$ cat src/rtl/core/ccc_pkg.sv
`timescale 1ns / 1ps
`default_nettype none
// ----------------------------------------------------------------------------
// Calendar clock counter package
// Shared calendar record type and byte decode / month length helpers.
// ----------------------------------------------------------------------------
package ccc_pkg;

  localparam int unsigned SecMax   = 59;
  localparam int unsigned MinMax   = 59;
  localparam int unsigned HourMax  = 23;
  localparam int unsigned HourNoon = 12;
  localparam int unsigned MonthMax = 12;
  localparam int unsigned YearMax  = 99;
  localparam int unsigned Feb      = 2;

  typedef struct packed {
    logic [5:0] sec;
    logic [5:0] min;
    logic [4:0] hour;
    logic [4:0] day;
    logic [3:0] month;
    logic [6:0] year;
  } cal_time_t;

  // BCD nibbles are weighted high*10 + low, even above 9
  function automatic logic [7:0] byte_decode(input logic [7:0] v, input logic bin);
    logic [7:0] r;
    if (bin) begin
      r = v;
    end else begin
      r = {1'b0, v[7:4], 3'b000} + {3'b000, v[7:4], 1'b0} + {4'b0000, v[3:0]};
    end
    return r;
  endfunction

  function automatic logic [4:0] days_in(input logic [3:0] m, input logic [6:0] y);
    logic [4:0] d;
    case (m)
      4'd2:    d = (y[1:0] == 2'b00) ? 5'd29 : 5'd28;
      4'd4:    d = 5'd30;
      4'd6:    d = 5'd30;
      4'd9:    d = 5'd30;
      4'd11:   d = 5'd30;
      default: d = 5'd31;
    endcase
    return d;
  endfunction

endpackage
`default_nettype wire

$ cat src/rtl/core/ccc_load_dec.sv
`timescale 1ns / 1ps
`default_nettype none
// ----------------------------------------------------------------------------
// Load decoder
// Turns raw clock-chip bytes into a saturated 24-hour calendar record.
// ----------------------------------------------------------------------------
module ccc_load_dec import ccc_pkg::*; (
  input  wire logic       binary_mode,
  input  wire logic [7:0] raw_second,
  input  wire logic [7:0] raw_minute,
  input  wire logic [7:0] raw_hour,
  input  wire logic [7:0] raw_day,
  input  wire logic [7:0] raw_month,
  input  wire logic [7:0] raw_year,
  output cal_time_t       cal
);

  logic [7:0] sec_d, min_d, hour_d, day_d, mon_d, year_d;
  logic [7:0] hour_adj;
  logic [3:0] mon_c;
  logic [6:0] year_c;
  logic [4:0] dlen;

  always_comb begin
    sec_d  = byte_decode(raw_second, binary_mode);
    min_d  = byte_decode(raw_minute, binary_mode);
    hour_d = byte_decode({1'b0, raw_hour[6:0]}, binary_mode);
    day_d  = byte_decode(raw_day, binary_mode);
    mon_d  = byte_decode(raw_month, binary_mode);
    year_d = byte_decode(raw_year, binary_mode);

    // 12 AM -> 0, PM adds 12 except at noon
    if (raw_hour[7]) begin
      hour_adj = (hour_d == 8'(HourNoon)) ? hour_d : hour_d + 8'(HourNoon);
    end else begin
      hour_adj = (hour_d == 8'(HourNoon)) ? 8'd0 : hour_d;
    end

    if (mon_d == 8'd0) begin
      mon_c = 4'd1;
    end else if (mon_d > 8'(MonthMax)) begin
      mon_c = 4'(MonthMax);
    end else begin
      mon_c = mon_d[3:0];
    end
    year_c = (year_d > 8'(YearMax)) ? 7'(YearMax) : year_d[6:0];
    dlen   = days_in(mon_c, year_c);

    cal.sec   = (sec_d > 8'(SecMax)) ? 6'(SecMax) : sec_d[5:0];
    cal.min   = (min_d > 8'(MinMax)) ? 6'(MinMax) : min_d[5:0];
    cal.hour  = (hour_adj > 8'(HourMax)) ? 5'(HourMax) : hour_adj[4:0];
    cal.month = mon_c;
    cal.year  = year_c;
    if (day_d == 8'd0) begin
      cal.day = 5'd1;
    end else if (day_d > {3'b000, dlen}) begin
      cal.day = dlen;
    end else begin
      cal.day = day_d[4:0];
    end
  end

endmodule
`default_nettype wire

$ cat src/rtl/core/ccc_tick_adv.sv
`timescale 1ns / 1ps
`default_nettype none
// ----------------------------------------------------------------------------
// Tick advance
// Adds one second to a calendar record with carry through to the year.
// ----------------------------------------------------------------------------
module ccc_tick_adv import ccc_pkg::*; (
  input  cal_time_t cur,
  output cal_time_t nxt
);

  logic sec_wrap, min_wrap, hour_wrap, day_wrap, mon_wrap;

  always_comb begin
    sec_wrap  = (cur.sec == 6'(SecMax));
    min_wrap  = sec_wrap && (cur.min == 6'(MinMax));
    hour_wrap = min_wrap && (cur.hour == 5'(HourMax));
    day_wrap  = hour_wrap && (cur.day >= days_in(cur.month, cur.year));
    mon_wrap  = day_wrap && (cur.month >= 4'(MonthMax));

    nxt = cur;
    nxt.sec = sec_wrap ? 6'd0 : cur.sec + 6'd1;
    if (sec_wrap) begin
      nxt.min = min_wrap ? 6'd0 : cur.min + 6'd1;
    end
    if (min_wrap) begin
      nxt.hour = hour_wrap ? 5'd0 : cur.hour + 5'd1;
    end
    if (hour_wrap) begin
      nxt.day = day_wrap ? 5'd1 : cur.day + 5'd1;
    end
    if (day_wrap) begin
      nxt.month = mon_wrap ? 4'd1 : cur.month + 4'd1;
    end
    if (mon_wrap) begin
      nxt.year = (cur.year >= 7'(YearMax)) ? 7'd0 : cur.year + 7'd1;
    end
  end

endmodule
`default_nettype wire

$ cat src/rtl/core/calendar_clock_counter_top.sv
// A request passes through the input register, then the result register;
// throughput one request per cycle while the output is not stalled.
// The calendar state is updated in the same cycle the result register loads,
// so a tick directly following a load or tick sees the new time.
// Synchronous active-low reset: time 00:00:00, day 1, month 1, year 0,
// tick count 0, BCD mode; both stages empty.
`timescale 1ns / 1ps
`default_nettype none
// ----------------------------------------------------------------------------
// Calendar clock counter top level
// Input register, load/tick logic, calendar state and result register.
// ----------------------------------------------------------------------------
module calendar_clock_counter_top import ccc_pkg::*; (
  input  wire logic        clk,
  input  wire logic        rst_n,
  input  wire logic        cfg_we,
  input  wire logic        cfg_wdata,
  input  wire logic        in_valid,
  output logic             in_ready,
  input  wire logic        in_action,
  input  wire logic [7:0]  in_raw_second,
  input  wire logic [7:0]  in_raw_minute,
  input  wire logic [7:0]  in_raw_hour,
  input  wire logic [7:0]  in_raw_day,
  input  wire logic [7:0]  in_raw_month,
  input  wire logic [7:0]  in_raw_year,
  output logic             out_valid,
  input  wire logic        out_ready,
  output logic [5:0]       out_cur_second,
  output logic [5:0]       out_cur_minute,
  output logic [4:0]       out_cur_hour,
  output logic [4:0]       out_cur_day,
  output logic [3:0]       out_cur_month,
  output logic [6:0]       out_cur_year,
  output logic [63:0]      out_tick_total
);

  logic       binary_mode_r;
  logic       in_v_r;
  logic       act_r;
  logic [7:0] rsec_r, rmin_r, rhour_r, rday_r, rmon_r, ryear_r;

  cal_time_t   cal_r, cal_nxt, load_cal, tick_cal;
  logic [63:0] tick_r, tick_nxt;

  logic       out_v_r;
  cal_time_t  res_r;
  logic [63:0] res_tick_r;

  logic out_free, adv;

  assign out_free = !out_v_r || out_ready;
  assign adv      = in_v_r && out_free;
  assign in_ready = !in_v_r || adv;

  ccc_load_dec u_load (
    .binary_mode (binary_mode_r),
    .raw_second  (rsec_r),
    .raw_minute  (rmin_r),
    .raw_hour    (rhour_r),
    .raw_day     (rday_r),
    .raw_month   (rmon_r),
    .raw_year    (ryear_r),
    .cal         (load_cal)
  );

  ccc_tick_adv u_tick (
    .cur (cal_r),
    .nxt (tick_cal)
  );

  always_comb begin
    cal_nxt  = act_r ? load_cal : tick_cal;
    tick_nxt = act_r ? tick_r : tick_r + 64'd1;
  end

  always_ff @(posedge clk) begin
    if (!rst_n) begin
      binary_mode_r <= 1'b0;
      in_v_r        <= 1'b0;
      out_v_r       <= 1'b0;
      cal_r         <= '{sec: 6'd0, min: 6'd0, hour: 5'd0, day: 5'd1, month: 4'd1,
                         year: 7'd0};
      tick_r        <= 64'd0;
    end else begin
      if (cfg_we) begin
        binary_mode_r <= cfg_wdata;
      end
      if (in_ready) begin
        in_v_r <= in_valid;
      end
      if (out_free) begin
        out_v_r <= in_v_r;
      end
      if (adv) begin
        cal_r  <= cal_nxt;
        tick_r <= tick_nxt;
      end
    end
  end

  always_ff @(posedge clk) begin
    if (in_ready && in_valid) begin
      act_r   <= in_action;
      rsec_r  <= in_raw_second;
      rmin_r  <= in_raw_minute;
      rhour_r <= in_raw_hour;
      rday_r  <= in_raw_day;
      rmon_r  <= in_raw_month;
      ryear_r <= in_raw_year;
    end
    if (adv) begin
      res_r      <= cal_nxt;
      res_tick_r <= tick_nxt;
    end
  end

  assign out_valid      = out_v_r;
  assign out_cur_second = res_r.sec;
  assign out_cur_minute = res_r.min;
  assign out_cur_hour   = res_r.hour;
  assign out_cur_day    = res_r.day;
  assign out_cur_month  = res_r.month;
  assign out_cur_year   = res_r.year;
  assign out_tick_total = res_tick_r;

endmodule
`default_nettype wire

$ cat config.mk
export PLATFORM = sky130hd
export DESIGN_NAME = calendar_clock_counter_top
export DESIGN_NICKNAME = d
export VERILOG_FILES = /design/src/rtl/core/ccc_pkg.sv /design/src/rtl/core/ccc_load_dec.sv /design/src/rtl/core/ccc_tick_adv.sv /design/src/rtl/core/calendar_clock_counter_top.sv
export SDC_FILE = /design/constraint.sdc
export NUM_CORES = 1
export LEC_CHECK = 0
export BUFFER_PORTS_ARGS = -buffer_cell sky130_fd_sc_hd__buf_2
export CAP_MARGIN = 30
export CORE_MARGIN = 1
export CORE_UTILIZATION = 39
export CTS_CLUSTER_SIZE = 20
export DETAILED_ROUTE_END_ITERATION = 8
export GPL_ROUTABILITY_DRIVEN = 0
export GPL_TIMING_DRIVEN = 1
export PLACE_DENSITY = 0.61
export SYNTH_ARGS = -nofsm -noshare
export SYNTH_HDL_FRONTEND = slang
export SYNTH_SLANG_ARGS = --single-unit
$ cat constraint.sdc
create_clock -name clk -period 8.45 [get_ports clk]
set_input_delay 0.845 -clock clk [delete_from_list [all_inputs] [get_ports clk]]
set_output_delay 0.845 -clock clk [all_outputs]
set_load 0.03 [all_outputs]
==> run_results.csv, run 1 <==
group,metric,value,unit
synthesis,synth_flop_cell,"edfxtp_1",
route,antenna_left,0,
setup_path,crit_slowest_cell,"fa_1",
setup_path,timing.critical_path.cells,"inv_1 > fa_1 > fa_1 > nor2_1 > a21oi_1 > nand3_1 > or4_1 > nand3_1 > ha_1 > inv_1 > a21oi_1 > nor4_1 > o211ai_1 > o2bb2ai_1 > nor3b_1 > nor3_1",
synthesis,muxShareOfSynthArea,0.02013,
die,die-area,34680,µm²
cells_and_area,syn_to_final_growth,15.93,%
timing,min_period_over_period,0.4691,
synthesis,postSynthAreaPerCell,10.36,µm²
synthesis,synthTopCellsByCount,"146 x edfxtp_1, 100 x dfxtp_1, 95 x nand2_1",
timing,rsz0062_at_grt,"no",
placed_design,port_buffers,153,
synthesis,synth_adder_area_share,0.07146,
clock_tree,cts_root_buf,"clkbuf_16",
placed_design,dp_hpwl,19670,µm
synthesis,syn-num-nets,1402,
min_path,holdPathEnd,"rhour_r[3]",
route,drt-initial-drc-count,649,
power,p_sw,762.3,µW
synthesis,synth_area_leaders,"edfxtp_1 33%, dfxtp_1 15%, xnor2_1 5.6%, ha_1 5.5%, xor2_1 3.2%",
timing,setup_viol,0,
grt,grt_pass1_wl,46640,µm
route,dr_total_vias,9687,
grt,antenna_found_initial,0,
cells_and_area,nNetsFinal,1535,
synthesis,synthArstFlopShare,0,
route,via_per_inst,5.153,
synthesis,yosysSeqAreaShare,0.4825,
die,rows,67,
setup_path,r2r-end,"out_cur_day[0]",
route,drt-total-wl,28560,µm
timing,finalHoldViolCount,0,
die,initial_core_util,0.3957,
route,first_pass_iters,5,
timing,min_period,3.964,ns
timing,finalSetupTns,0,ns
timing,clock.fmax,252.3,MHz
clock_tree,cts_max_path_buffers,3,
power,pwr-share-seq,0.462,
grt,grt_overflow_total,0,
synthesis,synth_top_family_by_area,"simple AND/OR/NAND/NOR gates",
cells_and_area,design_area,15340,µm²
setup_path,rr_worst_depth,16,
grt,grt_use_total,0.1664,
power,switching_share,0.2582,
min_path,hold_start,"in_raw_hour[3]",
synthesis,synth-compound-area-share,0.1153,
power,internal-power,2190,µW
grt,grt_max_degree,106,
setup_path,slowest_delay,0.55,ns
timing,tightestPinTransition,0.9588,ns
cells_and_area,fillers,3187,
synthesis,yosysMostFrequentCell,"edfxtp_1",
synthesis,netlist.top_cell.by_area,"edfxtp_1",
synthesis,synth_cells,1278,
power,ir_drop,0.0001560,V
die,die_y,186.2,µm
setup_path,crit_fanout,5,
synthesis,synth_seq_cells,246,
synthesis,ys_types,78,
cells_and_area,n_antenna_cell,0,
setup_path,crit_type,"reg2reg",
synthesis,netlist_area,13240,µm²
timing,slew_violations,0,
clock_tree,clk_latency,0.55,ns
route,drcViolationCount,0,
cells_and_area,regArea,6387,µm²
setup_path,crit_path_end_kind,"flop",
cells_and_area,multi_input_area,6426,µm²
synthesis,synth_top_area_frac,0.3312,
die,core_area,33450,µm²
synthesis,synth_edf_count,146,
min_path,holdPathStages,1,
setup_path,r2r_slack,4.49,ns
setup_path,start_kind,"flop",
flow_run,cap_violations,0,
min_path,worstHoldPathType,"in2reg",
clock_tree,cts_buffers,27,
clock_tree,cts_sinks,246,
route,post_drt_wl_per_cell,15.19,µm
power,pwr-share-clk,0.407,
setup_path,r2r-start,"rmon_r[3]",
die,ios,154,
outcome,status,"finished, final reports clean",
power,p_leak,0.005891,µW
synthesis,yosys.area_share.simple,0.1896,
synthesis,synth_warnings,0,
setup_path,cp.required,8.75,ns
clock_tree,cts_hold_repair.buffers,0,
cells_and_area,final_layout_size_suffix_gt1_frac,0.1634,
clock_tree,post_cts_buffers,0,
clock_tree,clkTransAtPathRegs,0.06,ns
setup_path,timing.critical_path.arrival,4.26,ns
power,comb_power_share,0.131,
die,die_w,186.2,µm
timing,max-slew-margin-rel,0.3555,
synthesis,synth-xor-area-share,0.08867,
clock_tree,cts_htree_levels,1,
timing,finalClockSkew,0.01193,ns
clock_tree,ctsResizeCount,0,
clock_tree,cts_tree,"built",
placed_design,post_dp_cell_area,14410,µm²
power,power_density,192.4,nW/µm²
grt,grt_pass1_vias,9173,
-- worst max path at each step --
stage                   start             end  slack (ns)  cells after the start
floorplan           out_ready       cal_r[17]        3.60                      6
global placement    rmon_r[4]  out_cur_day[0]        4.62                     16
detailed placement  rmon_r[4]  out_cur_day[0]        4.51                     16
CTS                 rmon_r[4]  out_cur_day[0]        4.50                     16
global route        rmon_r[4]  out_cur_day[0]        4.12                     16
finish              rmon_r[3]  out_cur_day[0]        4.49                     16
-- logic make-up after synthesis --
logic type,Yosys count
xor gates and xnor gates,134
muxes,26
AOI/OAI and AO/OA,218
buffers and inverters,113
DFF,246
and+or+nand+nor,472
adders and majority gates,69
-- layout make-up --
cell class	count	share of cell area
clock inverter	10	0.009459
inverter	56	0.01402
multi-input combinational	919	0.4188
tap	448	0.03653
sequential	246	0.4163
timing repair buffer	161	0.05512
clock buffer	40	0.04982
-- per-layer routing --
layer  up-vias  track usage  wire (µm)
met1      4500       0.2290      13660
met2       243       0.2719      12920
met4         0      0.05016        770
met3        44      0.02220       1199
met5         -            0          0
li1       4900            -          -
-- state kept, by name (all words and copies together), names as in the netlist, 4 cells and up --
| signal | flops |
|---|---|
| out_cur_minute | 6 |
| cal_r | 33 |
| rmin_r | 8 |
| out_cur_month | 4 |
| rhour_r | 8 |
| out_tick_total | 64 |
| tick_r | 64 |
| out_cur_hour | 5 |
| rsec_r | 8 |
| rmon_r | 8 |
| rday_r | 8 |
| out_cur_day | 5 |
| ryear_r | 8 |
| out_cur_year | 7 |
| out_cur_second | 6 |
-- power by group through the flow --
stage	clock network, µW	registers [µW]	logic (µW)
after floorplan	0	1430	235
after global placement	0	1390	378
after detailed placement	0	1390	385
after CTS	1240	1370	387
after global routing	1280	1370	432
final	1200	1360	386
-- worst max-delay path, delay by kind of cell, from the launching register on --
kind	cells	cell delay [ns]
AND/OR/NAND/NOR	7	1.21
AO/OA/AOI/OAI	4	0.80
flip-flops	1	0.37
adder cells (fa/ha/maj)	3	1.24
buffers and inverters	2	0.11
-- cells in the final DEF (no fill, tap or decap), types with 8 or more instances in the layout --
master,n
nor2_1,83
inv_1,54
clkbuf_1,9
nor3_1,31
o31ai_1,9
dfxtp_1,99
fa_1,11
buf_2,153
a211oi_1,8
xnor2_1,85
and3_1,20
a31oi_1,12
clkbuf_16,27
nand2b_1,17
or3_1,16
edfxtp_1,146
nor2b_1,13
and2_1,63
nor3b_1,8
o21ai_0,43
a21boi_0,21
nand4_1,26
ha_1,58
mux2i_1,21
nand3_1,58
nand2_1,95
a21oi_1,41
xor2_1,49
nor4_1,10
-- through the flow --
stage | instances | hold slack, ns | setup slack (ns) | power, µW | util
global route | 1880 | 0.4445 | 4.120 | 3085 | 0.4588
floorplan | 1278 | 0.4579 | 3.601 | 1668 | -
global placement | 1829 | 0.4724 | 4.618 | 1768 | 0.4307
detailed placement | 1829 | 0.4821 | 4.509 | 1775 | 0.4307
CTS | 1879 | 0.4396 | 4.495 | 2988 | 0.4579
finish | 1880 | 0.4619 | 4.486 | 2952 | 0.4588
Power figures use the tool's default switching activity.
==> inputs of run 2 (changes only) <==
--- a/config.mk
+++ b/config.mk
@@ -13,7 +13,7 @@
 export DETAILED_ROUTE_END_ITERATION = 8
 export GPL_ROUTABILITY_DRIVEN = 0
 export GPL_TIMING_DRIVEN = 1
-export PLACE_DENSITY = 0.61
+export PLACE_DENSITY = 0.63
 export SYNTH_ARGS = -nofsm -noshare
 export SYNTH_HDL_FRONTEND = slang
 export SYNTH_SLANG_ARGS = --single-unit
==> constraint.sdc (replaced) <==
create_clock -name clk -period 3.6 [get_ports clk]
set_input_delay 0.36 -clock clk [delete_from_list [all_inputs] [get_ports clk]]
set_output_delay 0.36 -clock clk [all_outputs]
set_load 0.03 [all_outputs]
==> run 2 against run 1 <==
  * Sequential share of layout area shrank 2.8 points
  * Combinational power grew to 2.7 times the previous value
  * Critical path type unchanged
  * Design area grew 7.3%
  * Power grew 150%
==> run_results.csv, run 2 (synthesized netlist as in run 1, its figures left out) <==
group,metric,value,unit
setup_path,path_buf_inv,2,
cells_and_area,n_antenna_cell,0,
grt,grt_pass1_vias,9735,
power,ir_drop,0.0004191,V
timing,min_period_over_period,0.9903,
route,drt-total-wl,30110,µm
power,power_density,444.7,nW/µm²
cells_and_area,regArea,6387,µm²
flow_run,cap_violations,0,
setup_path,cp.required,3.91,ns
setup_path,crit_type,"reg2reg",
setup_path,crit_path_end_kind,"flop",
setup_path,slowest_delay,0.54,ns
die,die_y,186.2,µm
route,drcViolationCount,0,
clock_tree,cts_buffers,29,
timing,tightestPinTransition,0.8550,ns
cells_and_area,multi_input_area,6618,µm²
grt,grt_pass1_wl,48300,µm
clock_tree,cts_max_path_buffers,3,
die,core_area,33450,µm²
setup_path,crit_slowest_cell,"fa_1",
timing,max-slew-margin-rel,0.4300,
cells_and_area,final_layout_size_suffix_gt1_frac,0.2083,
placed_design,dp_slack,-0.2322,ns
timing,rsz0062_at_grt,"yes",
timing,clock.fmax,280.5,MHz
timing,worst_slack,0.03489,ns
min_path,worstHoldPathType,"in2reg",
setup_path,crit_fanout,3,
setup_path,timing.critical_path.arrival,3.88,ns
cells_and_area,fin_util,0.4924,
cells_and_area,final_cell_mix,"153 x buf_2, 146 x edfxtp_1, 99 x dfxtp_1",
grt,grt_use_total,0.1720,
die,initial_core_util,0.3957,
route,via_per_inst,5.159,
route,antenna_left,0,
die,rows,67,
placed_design,port_buffers,153,
clock_tree,cts_htree_levels,1,
grt,antenna_found_initial,0,
timing,finalClockSkew,0.01211,ns
route,dr_total_vias,10190,
timing,slew_violations,0,
cells_and_area,design_area,16470,µm²
timing,setup_viol,0,
timing,finalHoldViolCount,0,
die,ios,154,
route,first_pass_iters,6,
clock_tree,cts_sinks,246,
timing,whs,0.04389,ns
cells_and_area,nNetsFinal,1628,
placed_design,post_dp_cell_area,14690,µm²
clock_tree,cts_root_buf,"clkbuf_16",
clock_tree,clk_latency,0.56,ns
die,die_w,186.2,µm
outcome,status,"finished, final reports clean",
setup_path,timing.critical_path.cells,"ha_1 > ha_2 > inv_2 > fa_1 > nor2_2 > a21oi_2 > nand3_2 > or4_4 > nand3_4 > ha_4 > inv_2 > a21oi_2 > nor4_2 > o211ai_1 > o2bb2ai_2 > mux2i_1 > nand2b_1",
route,post_drt_wl_per_cell,15.25,µm
grt,grt_max_degree,102,
die,die-area,34680,µm²
setup_path,start_kind,"flop",
cells_and_area,layout_commonest_cell,"buf_2",
power,p_leak,0.006369,µW
cells_and_area,syn_to_final_growth,24.42,%
cells_and_area,fillers,3076,
setup_path,cp_top_family,"adder cells",
route,drt-initial-drc-count,509,
placed_design,dp_hpwl,19980,µm
timing,min_period,3.565,ns
clock_tree,clkTransAtPathRegs,0.06,ns
grt,grt_overflow_total,0,
clock_tree,cts_tree,"built",
timing,finalSetupTns,0,ns
## run 2: changes by cell type in the layout (fill, tap and decap cells not counted), sizes merged
| cell | change |
|---|---|
| dlygate4sd3 | +49 |
| bufinv | +1 |
| clkbuf | -8 |
| buf | +42 |
| clkinv | +5 |
| clkinvlp | +5 |
| inv | +1 |
## run 2: worst paths after layout
| kind | start | to | slack [ns] | depth (start not counted) |
|---|---|---|---|---|
| setup / recovery | rmon_r[2] | out_cur_day[1] | 0.03 | 17 |
| hold reg to reg | cal_r[28] | cal_r[28] | 0.50 | 2 |
| setup reg to reg | rmon_r[2] | out_cur_day[1] | 0.03 | 17 |
| hold / removal | in_valid | in_v_r | 0.04 | 3 |
## run 2: final cells by class
type | count | area share
Multi-Input combinational cell | 919 | 0.4018
Sequential cell | 246 | 0.3879
Timing Repair Buffer | 252 | 0.1021
Clock buffer | 32 | 0.04604
Tap cell | 448 | 0.03404
Clock inverter | 22 | 0.01504
Inverter | 56 | 0.01307
## run 2: repair_timing
action | 4_1_cts | 5_1_grt
resized for setup | 15 | 25
endpoints found under the setup margin | 4 | 18
hold buffers | 49 | 0
cloned | 0 | 0
buffers inserted | 3 | 5
pin swaps | 13 | 18
endpoints found under the hold margin | 49 | 0
## run 2: per-stage QoR
| stage | total power, µW | cells |
|---|---|---|
| 2_1_floorplan | 3914 | 1278 |
| 3_3_place_gp | 4196 | 1862 |
| 3_5_place_dp | 4215 | 1862 |
| 4_1_cts | 7350 | 1968 |
| 5_1_grt | 7637 | 1975 |
| 6_report | 7323 | 1975 |
## run 2: power by group
part | switching (µW) | total (µW) | internal (µW)
clock | 1240 | 3060 | 1820
sequential | 89.6 | 3200 | 3110
combinational | 624 | 1060 | 438
## run 2: tightest hold or removal path, delay by kind of cell
family	cells	cell delay (ns)
buf+inv	1	0.08
simple gates	1	0.08
compound gates	1	0.03
## run 2: per-layer routing
| metal | wire length (µm) | share of wire | vias up | GRT usage |
|---|---|---|---|---|
| met5 | 0 | 0 | - | 0 |
| met4 | 800 | 0.027 | 0 | 0.04852 |
| met3 | 1299 | 0.043 | 47 | 0.02336 |
| met2 | 14140 | 0.47 | 260 | 0.2978 |
| met1 | 13870 | 0.46 | 4807 | 0.2237 |
| li1 | - | - | 5075 | - |
